**config.mk**
```make
export PLATFORM = sky130hd
export DESIGN_NAME = priority_credit_admission_queue
export DESIGN_NICKNAME = d
export VERILOG_FILES = /design/src/hdl/pcaq_pkg.sv /design/src/hdl/priority_credit_admission_queue.sv /design/src/hdl/pcaq_table_mem.sv
export SDC_FILE = /design/constraint.sdc
export NUM_CORES = 2
export LEC_CHECK = 0
export BUFFER_PORTS_ARGS = -buffer_cell sky130_fd_sc_hd__clkbuf_2
export CAP_MARGIN = 30
export CELL_PAD_IN_SITES_DETAIL_PLACEMENT = 0
export CELL_PAD_IN_SITES_GLOBAL_PLACEMENT = 1
export CORE_UTILIZATION = 45
export CTS_CLUSTER_DIAMETER = 120
export DETAILED_ROUTE_END_ITERATION = 12
export PLACE_DENSITY = 0.66
export SKIP_LAST_GASP = 1
export SYNTH_ARGS = -nofsm -noshare
export SYNTH_HDL_FRONTEND = slang
export SYNTH_SLANG_ARGS = --single-unit
```
**constraint.sdc**
```tcl
create_clock -name clk -period 29.5 [get_ports clk]
set_input_delay 4.425 -clock clk [delete_from_list [all_inputs] [get_ports clk]]
set_output_delay 4.425 -clock clk [all_outputs]
set_load 0.01 [all_outputs]
```
**src/hdl/pcaq_pkg.sv**
```systemverilog
// Shared types and constants for the priority credit admission queue.
`default_nettype none
package pcaq_pkg;
    localparam int QUEUE_DEPTH = 16;
    localparam int IDX_W = $clog2(QUEUE_DEPTH);
    localparam int CNT_W = $clog2(QUEUE_DEPTH + 1);

    typedef enum logic [1:0] {
        CMD_ACQUIRE  = 2'd0,
        CMD_RELEASE  = 2'd1,
        CMD_CANCEL   = 2'd2,
        CMD_SHUTDOWN = 2'd3
    } cmd_t;

    typedef enum logic [1:0] {
        KIND_ACCEPTED = 2'd0,
        KIND_REJECTED = 2'd1,
        KIND_FULL     = 2'd2,
        KIND_GRANT    = 2'd3
    } kind_t;

    localparam logic [0:0] REG_CREDIT_LIMIT = 1'd0;

    // One table entry as held in memory.
    typedef struct packed {
        logic [7:0]  rank;
        logic [31:0] seq;
        logic [31:0] amount;
        logic [15:0] requester;
        logic [15:0] tag;
        logic [31:0] order;
    } entry_t;

    // Memory access request from the controller.
    typedef struct packed {
        logic             wr_en;
        logic [IDX_W-1:0] wr_addr;
        entry_t           wr_data;
        logic [IDX_W-1:0] rd_addr;
    } mem_req_t;

    // True when entry a is served before entry b.
    function automatic logic ahead(entry_t a, entry_t b);
        if (a.rank != b.rank) return a.rank > b.rank;
        if (a.seq != b.seq) return a.seq < b.seq;
        return a.order < b.order;
    endfunction
endpackage
`default_nettype wire

```
**src/hdl/priority_credit_admission_queue.sv**
```systemverilog
// Top level: credit pool with a pending request table and head-of-line grants.
//
// Usage:
//  - Input channel (in_valid/in_ready) takes one request: cmd, amount, rank,
//    arrival_seq, requester, cancel_tag. Output channel (out_valid/out_ready)
//    gives results: kind, grant_requester, grant_amount, free_credit,
//    waiting_count, last. last marks the final result of a request; cancel,
//    shutdown and releases without grants produce no result.
//  - One request is worked at a time. Each head search walks the table
//    memory one entry a cycle in ST_SCAN, then decides in ST_CHECK. A
//    queued acquire or a release searches once, then after each grant
//    (ST_EMIT) searches again; an acquire that grants first sends its
//    accepted status from ST_CHECK. A refused acquire latches its result
//    in the output register directly. Cancel sweeps the table once;
//    shutdown needs no sweep (valid bits are flip-flops).
//  - Results sit in an output register; while the receiver stalls the
//    controller waits with the next result, nothing is dropped.
//  - credit_limit is written over the APB port at address 0. The user must
//    write it only while idle; the block itself does not enforce this.
//  - Reset (rst_n low, asynchronous) empties the table, clears credit,
//    limit, insertion counter and the stopped flag. No clearing pass.
`default_nettype none
module priority_credit_admission_queue (
    input  wire logic        clk,
    input  wire logic        rst_n,
    input  wire logic        in_valid,
    output logic             in_ready,
    input  wire logic [1:0]  cmd,
    input  wire logic [31:0] amount,
    input  wire logic [7:0]  rank,
    input  wire logic [31:0] arrival_seq,
    input  wire logic [15:0] requester,
    input  wire logic [15:0] cancel_tag,
    output logic             out_valid,
    input  wire logic        out_ready,
    output logic [1:0]       kind,
    output logic [15:0]      grant_requester,
    output logic [31:0]      grant_amount,
    output logic [31:0]      free_credit,
    output logic [4:0]       waiting_count,
    output logic             last,
    input  wire logic        psel,
    input  wire logic        penable,
    input  wire logic        pwrite,
    input  wire logic [0:0]  paddr,
    input  wire logic [31:0] pwdata,
    output logic [31:0]      prdata,
    output logic             pready
);
    import pcaq_pkg::*;

    typedef enum logic [4:0] {
        ST_IDLE  = 5'b00001,
        ST_SCAN  = 5'b00010,
        ST_CHECK = 5'b00100,
        ST_EMIT  = 5'b01000,
        ST_DONE  = 5'b10000
    } state_t;

    state_t state_reg, state_next;
    logic [QUEUE_DEPTH-1:0] used_reg, used_next;
    logic [31:0] limit_reg, limit_next;
    logic [31:0] free_reg, free_next;
    logic [31:0] order_reg, order_next;
    logic        stopped_reg, stopped_next;
    logic [IDX_W:0] scan_reg, scan_next;     // address issued this cycle
    logic        head_vld_reg, head_vld_next;
    logic [IDX_W-1:0] head_idx_reg, head_idx_next;
    entry_t      head_reg, head_next;
    logic        pend_reg, pend_next;          // a result waits to be sent at end
    logic        ov_reg, ov_next;
    logic [1:0]  okind_reg, okind_next;
    logic [15:0] oreq_reg, oreq_next;
    logic [31:0] oamt_reg, oamt_next;
    logic [31:0] ofree_reg, ofree_next;
    logic [4:0]  ocnt_reg, ocnt_next;
    logic        olast_reg, olast_next;

    mem_req_t mreq;
    entry_t   rd_data;

    pcaq_table_mem u_mem (.clk(clk), .req(mreq), .rd_data(rd_data));

    logic [IDX_W-1:0] free_slot;
    logic             any_free;
    logic [CNT_W-1:0] cnt_now;
    logic [IDX_W-1:0] prev_idx;
    logic [32:0]      rel_sum;
    logic [31:0]      used_credit;
    logic             cfg_wr;

    always_comb
    begin
        free_slot = '0;
        any_free = 1'b0;
        for (int i = QUEUE_DEPTH - 1; i >= 0; i--)
        begin
            if (!used_reg[i])
            begin
                free_slot = IDX_W'(i);
                any_free = 1'b1;
            end
        end
    end

    assign cnt_now  = CNT_W'($countones(used_reg));
    assign prev_idx = scan_reg[IDX_W-1:0] - IDX_W'(1);
    assign rel_sum  = {1'b0, free_reg} + {1'b0, amount};
    assign used_credit = limit_reg - free_reg;
    assign cfg_wr   = psel && penable && pwrite && (paddr == REG_CREDIT_LIMIT);

    assign in_ready = (state_reg == ST_IDLE) && !ov_reg;
    assign pready = 1'b1;
    assign prdata = (paddr == REG_CREDIT_LIMIT) ? limit_reg : 32'd0;

    always_comb
    begin
        state_next = state_reg;
        used_next = used_reg;
        limit_next = limit_reg;
        free_next = free_reg;
        order_next = order_reg;
        stopped_next = stopped_reg;
        scan_next = scan_reg;
        head_vld_next = head_vld_reg;
        head_idx_next = head_idx_reg;
        head_next = head_reg;
        pend_next = pend_reg;
        ov_next = ov_reg && !out_ready;
        okind_next = okind_reg;
        oreq_next = oreq_reg;
        oamt_next = oamt_reg;
        ofree_next = ofree_reg;
        ocnt_next = ocnt_reg;
        olast_next = olast_reg;
        mreq = '0;
        mreq.rd_addr = scan_reg[IDX_W-1:0];

        if (cfg_wr)
        begin
            limit_next = pwdata;
            free_next = (pwdata > used_credit) ? pwdata - used_credit : 32'd0;
        end

        unique case (state_reg)
            ST_IDLE:
            begin
                if (in_valid && in_ready)
                begin
                    unique case (cmd_t'(cmd))
                        CMD_ACQUIRE:
                        begin
                            ov_next = 1'b1;
                            okind_next = KIND_ACCEPTED;
                            oreq_next = '0;
                            oamt_next = '0;
                            ofree_next = free_reg;
                            olast_next = 1'b1;
                            ocnt_next = 5'(cnt_now);
                            if (amount == 32'd0 || amount > limit_reg || stopped_reg)
                            begin
                                okind_next = KIND_REJECTED;
                            end
                            else if (!any_free)
                            begin
                                okind_next = KIND_FULL;
                            end
                            else
                            begin
                                // hold the accepted status until grants are known
                                ov_next = 1'b0;
                                pend_next = 1'b1;
                                ocnt_next = 5'(cnt_now + CNT_W'(1));
                                mreq.wr_en = 1'b1;
                                mreq.wr_addr = free_slot;
                                mreq.wr_data = '{rank: rank, seq: arrival_seq,
                                    amount: amount, requester: requester,
                                    tag: cancel_tag, order: order_reg};
                                used_next[free_slot] = 1'b1;
                                order_next = order_reg + 32'd1;
                                scan_next = '0;
                                head_vld_next = 1'b0;
                                state_next = ST_SCAN;
                            end
                        end
                        CMD_RELEASE:
                        begin
                            free_next = (rel_sum > {1'b0, limit_reg}) ? limit_reg
                                                                    : rel_sum[31:0];
                            pend_next = 1'b0;
                            if (!stopped_reg)
                            begin
                                scan_next = '0;
                                head_vld_next = 1'b0;
                                state_next = ST_SCAN;
                            end
                        end
                        CMD_CANCEL:
                        begin
                            scan_next = '0;
                            head_vld_next = 1'b0;
                            state_next = ST_SCAN;
                            pend_next = 1'b0;
                        end
                        CMD_SHUTDOWN:
                        begin
                            stopped_next = 1'b1;
                            used_next = '0;
                        end
                        default: ;
                    endcase
                    // cancel reuses the scan with a marker: head_idx unused
                    if (cmd_t'(cmd) == CMD_CANCEL)
                    begin
                        head_next.requester = requester;
                        head_next.tag = cancel_tag;
                        stopped_next = stopped_reg;
                        state_next = ST_DONE;
                    end
                end
            end
            ST_DONE:
            begin
                // cancel sweep: compare each entry as it is read
                if (scan_reg != '0 && used_reg[prev_idx] &&
                    rd_data.requester == head_reg.requester &&
                    rd_data.tag == head_reg.tag)
                begin
                    used_next[prev_idx] = 1'b0;
                end
                scan_next = scan_reg + 1'b1;
                if (scan_reg == (IDX_W+1)'(QUEUE_DEPTH))
                begin
                    state_next = ST_IDLE;
                end
            end
            ST_SCAN:
            begin
                if (scan_reg != '0 && used_reg[prev_idx] &&
                    (!head_vld_reg || ahead(rd_data, head_reg)))
                begin
                    head_vld_next = 1'b1;
                    head_idx_next = prev_idx;
                    head_next = rd_data;
                end
                scan_next = scan_reg + 1'b1;
                if (scan_reg == (IDX_W+1)'(QUEUE_DEPTH))
                begin
                    state_next = ST_CHECK;
                end
            end
            ST_CHECK:
            begin
                if (!ov_reg || out_ready)
                begin
                    if (head_vld_reg && head_reg.amount <= free_reg)
                    begin
                        if (pend_reg)
                        begin
                            ov_next = 1'b1;
                            olast_next = 1'b0;
                            pend_next = 1'b0;
                        end
                        else
                        begin
                            state_next = ST_EMIT;
                        end
                    end
                    else
                    begin
                        if (pend_reg)
                        begin
                            ov_next = 1'b1;
                            olast_next = 1'b1;
                            pend_next = 1'b0;
                        end
                        else if (ov_reg && okind_reg == KIND_GRANT)
                        begin
                            // last grant is already latched and leaving now
                        end
                        state_next = ST_IDLE;
                    end
                end
            end
            ST_EMIT:
            begin
                if (!ov_reg || out_ready)
                begin
                    free_next = free_reg - head_reg.amount;
                    used_next[head_idx_reg] = 1'b0;
                    ov_next = 1'b1;
                    okind_next = KIND_GRANT;
                    oreq_next = head_reg.requester;
                    oamt_next = head_reg.amount;
                    ofree_next = free_reg - head_reg.amount;
                    ocnt_next = 5'(cnt_now - CNT_W'(1));
                    olast_next = 1'b0;
                    scan_next = '0;
                    head_vld_next = 1'b0;
                    state_next = ST_SCAN;
                end
            end
            default: state_next = ST_IDLE;
        endcase
    end

    // last on a grant is decided by the following search; hold the grant
    // in a staging slot until then.
    logic        stg_reg, stg_next;
    logic        fin_now;

    assign fin_now = (state_reg == ST_CHECK) && !pend_reg &&
                     !(head_vld_reg && head_reg.amount <= free_reg);

    always_comb
    begin
        stg_next = stg_reg;
        if (state_reg == ST_EMIT && (!ov_reg || out_ready)) stg_next = 1'b1;
        if (state_reg == ST_CHECK && stg_reg) stg_next = 1'b0;
    end

    logic show;
    assign show = ov_reg && !(stg_reg && okind_reg == KIND_GRANT &&
                              state_reg != ST_IDLE && state_reg != ST_CHECK);
    assign out_valid = show && !(state_reg == ST_CHECK && stg_reg);
    assign kind = okind_reg;
    assign grant_requester = oreq_reg;
    assign grant_amount = oamt_reg;
    assign free_credit = ofree_reg;
    assign waiting_count = ocnt_reg;
    assign last = olast_reg;

    always_ff @(posedge clk or negedge rst_n)
    begin
        if (!rst_n)
        begin
            state_reg <= ST_IDLE;
            used_reg <= '0;
            limit_reg <= '0;
            free_reg <= '0;
            order_reg <= '0;
            stopped_reg <= 1'b0;
            scan_reg <= '0;
            head_vld_reg <= 1'b0;
            pend_reg <= 1'b0;
            ov_reg <= 1'b0;
            stg_reg <= 1'b0;
        end
        else
        begin
            state_reg <= state_next;
            used_reg <= used_next;
            limit_reg <= limit_next;
            free_reg <= free_next;
            order_reg <= order_next;
            stopped_reg <= stopped_next;
            scan_reg <= scan_next;
            head_vld_reg <= head_vld_next;
            pend_reg <= pend_next;
            stg_reg <= stg_next;
            if (state_reg == ST_CHECK && stg_reg)
            begin
                ov_reg <= 1'b1;
            end
            else
            begin
                ov_reg <= ov_next;
            end
        end
    end

    always_ff @(posedge clk)
    begin
        head_idx_reg <= head_idx_next;
        head_reg <= head_next;
        okind_reg <= okind_next;
        oreq_reg <= oreq_next;
        oamt_reg <= oamt_next;
        ofree_reg <= ofree_next;
        ocnt_reg <= ocnt_next;
        if (state_reg == ST_CHECK && stg_reg)
        begin
            olast_reg <= fin_now;
        end
        else
        begin
            olast_reg <= olast_next;
        end
    end
endmodule
`default_nettype wire

```
**src/hdl/pcaq_table_mem.sv**
```systemverilog
// Entry table memory: one write port, one registered read port.
`default_nettype none
module pcaq_table_mem (
    input  wire logic              clk,
    input  wire pcaq_pkg::mem_req_t req,
    output pcaq_pkg::entry_t       rd_data
);
    import pcaq_pkg::*;

    entry_t mem [QUEUE_DEPTH];

    always_ff @(posedge clk)
    begin
        if (req.wr_en)
        begin
            mem[req.wr_addr] <= req.wr_data;
        end
        rd_data <= mem[req.rd_addr];
    end
endmodule
`default_nettype wire

```
==> summary.md <==
| Metric | Value |
|---|---|
| Status | `finished clean` |
| Post CTS Setup Buffer Count | `0` |
| PnR worst setup slack | `between 15 and 20 ns` |
| Gr ovfl total | `0` |
| Pre-CTS WS | `~19 ns` |
| Flops & latches, synth | `2,667` |
| Vias/cell | `around 5.9` |
| Final critical-path share of the clock period | `0.3307` |
| Setup violators final | `0` |
| Final Skew | `~0.073 ns` |
| GPL Wtd Cong | `0.8833` |
| Final instance area | `roughly 0.13 mm2` |
| Synth warnings | `0` |
| DRC Markers | `0` |
| Final core occ | `0.5153` |
| Worst path max stage delay | `0.59 ns` |
| DP HPWL | `163,500 um` |
| Die area | `0.2474 mm2` |
| Synth Flop Type | `edfxtp_1` |
| Worst Hold Class | `flop to flop` |
| RSZ-0062 raised after global routing | `false` |
| Register area share after synthesis | `0.7071` |
| Max-cap violation count | `0` |
| Fin. max-slew vios | `0` |
| Initial DRT Pass Iterations | `6` |
| Fillers | `19,570` |
| Startpoint types | `primary input` |
| Critical path cell sequence | `clkbuf_2 -> nor2_1 -> clkbuf_2` |
| Worst-Margin Slew | `1.055 ns` |
| Minimum clock period | `9.755 ns` |
| Tot Pwr | `0.01103 W` |
| Setup total negative slack | `0 ns` |
| Port Buffers | `267` |
| WL/cell | `28.54 um` |
| Die Span Y | `497.4 um` |
| Max reg flops | `2,176` |
| Crit-path most repeated cell | `clkbuf_2` |
| Row count | `181` |
| Nets@finish | `6,825` |
| Worst path required time | `25.08 ns` |
| Post-DP Area | `roughly 0.12 mm2` |
| Syn_nets | `6,390` |
| Relative slew slack | `0.2940` |
| CTS tree | `yes` |
| Hold_buf cts | `0` |
| Number of synthesized flops with an enable pin | `2,404` |
| Htree depth | `5` |
| Initial core utilization | `0.4532` |
| CP top delay family | `buffers and inverters` |
| Initial drt markers | `around 5,000` |
| Crit path max fanout | `33` |
| GRT Total Usage | `0.2258` |
| Vias in the first global route | `59,160` |
| Layout cells sized above 1 | `0.2362` |
| Post-synth ARST share | `0.04762` |
| Final hold vios | `0` |
| CTS Buf Count | `300` |
| Slowest CP cell | `clkbuf_2` |
| Max VDD drop | `0.07136 mV` |
| Pwr Density | `between 80 and 90 mW/mm2` |
| Final wirelength | `280,100 um` |
| Synth cell types | `91` |
| Leakage power | `39.87 nW` |
| CTS resizes | `0` |
| CP bufs+invs | `2` |
| Die Wd | `497.4 um` |
| Achievable Freq | `102.5 MHz` |
| Largest net degree at the start of global routing | `between 100 and 150` |
| Clk sinks | `2,667` |
| Crit path DAT | `5.33 ns` |
| Detail Route Antenna Nets | `0` |
| Worst-path clk slew | `0.05 ns` |
| Clk root buf | `clkbuf_16` |
| First-pass GRT wire length | `a little over 400,000 um` |
| Initial antenna violation count | `12` |
| Ports | `269` |
| Setup CP Type | `primary input to output pin` |
| Area Overhead vs Synth | `13.68%` |
| Clock Tree Buf Depth | `4` |
| Post-Synthesis Mean Instance Area | `18.57 um2` |
| Core ar. | `0.2437 mm2` |
| Via count | `57,760` |
| CP endpoint kind | `output pin` |
| Post-Syn Area | `0.1104 mm2` |
| Clk_lat worst skew | `0.97 ns` |
| Post-Syn Instances | `5,949` |
[power by group]
| part | switching (W) | internal (W) |
|---|---|---|
| clock | 0.00145 | 0.00213 |
| combinational | 0.00172 | 0.00130 |
| sequential | 0.000166 | 0.00426 |
[cell type report]
class,count,area (um2),share of cell area
diodes,2,5.005,0.00003986
clock buffers,396,8155,0.06495
clock inverters,130,1242,0.009896
inverters,237,889.6,0.007085
multi-input cells,2808,30700,0.2445
flip-flops and latches,2667,78110,0.6221
well taps,3202,4006,0.03191
repair buffers,370,2447,0.01949
[Yosys cell counts (68+ instances only)]
| master | n | area [um2] |
|---|---|---|
| dfxtp_1 | 136 | 2723 |
| o21ai_0 | 138 | 690.7 |
| dfrtp_1 | 126 | 3153 |
| ha_1 | 281 | 3516 |
| inv_1 | 236 | 885.9 |
| clkbuf_1 | 168 | 630.6 |
| a21oi_1 | 169 | 845.8 |
| mux4_2 | 685 | 15430 |
| edfxtp_1 | 2404 | 72190 |
| and2_1 | 157 | 982.2 |
| nand2_1 | 176 | 660.6 |
| nor2_1 | 233 | 874.6 |
| a21o_1 | 68 | 510.5 |
| xnor2_1 | 77 | 674.4 |
| xor2_1 | 106 | 928.4 |
[final timing paths]
check                           cells past startpoint  slack (ns)       endpoint              start
worst max-delay path                                3       19.75      prdata[1]              paddr
worst min-delay path                                0        0.40   head_reg[65]  u_mem.rd_data[65]
worst max register to register                     22       22.66   free_reg[28]       limit_reg[0]
worst min register to register                      0        0.40   head_reg[65]  u_mem.rd_data[65]
max in group asynchronous                           3       24.13    scan_reg[0]              rst_n
min in group asynchronous                           1        3.45  limit_reg[24]              rst_n
[cells in the final DEF, fill, tap and decap left out, types with 39 or more instances in the layout]
cell type and n:
clkbuf_2 266, a21oi_1 169, dfrtp_1 122, mux4_2 685, nand3_1 57, a21o_1 68, o21ai_0 138, clkbuf_1 74
clkinv_2 44, clkinv_1 39, edfxtp_1 2404, dfxtp_1 136, buf_4 80, inv_1 236, nand2_1 175, ha_1 281
xor2_1 106, clkbuf_16 306, a31oi_1 41, xnor2_1 77, and2_1 157, nor3_1 54, nand4_1 41, nor2_1 225
[metal layers]
metal | wire, um | GRT usage | share of wire
met5 | 12 | 0 | 0.000043
met4 | 4430 | 0.04585 | 0.016
met3 | 16200 | 0.03654 | 0.058
met2 | 133100 | 0.3581 | 0.48
met1 | 126400 | 0.3312 | 0.45
[metrics by stage]
stage	instances	hold slack, ns
floorplan	5949	0.3855
finish	9812	0.3990
detailed placement	9280	0.3895
CTS	9806	0.4010
global route	9811	0.4029
global placement	9273	0.3865
[logic make-up (layout without fill, tap and decap cells)]
kind of cell / after synthesis / in the layout / synth area share
muxes: 744 / 744 / 0.1455
AOI/OAI and AO/OA: 700 / 700 / 0.04179
xor gates and xnor gates: 184 / 184 / 0.01466
and+or+nand+nor: 884 / 884 / 0.04016
adders and majority gates: 295 / 295 / 0.03437
DFF: 2667 / 2667 / 0.7071
buffers and inverters: 474 / 1133 / 0.01645
other: 1 / 3 / 0.00003395
(Power assumes the default switching activity.)
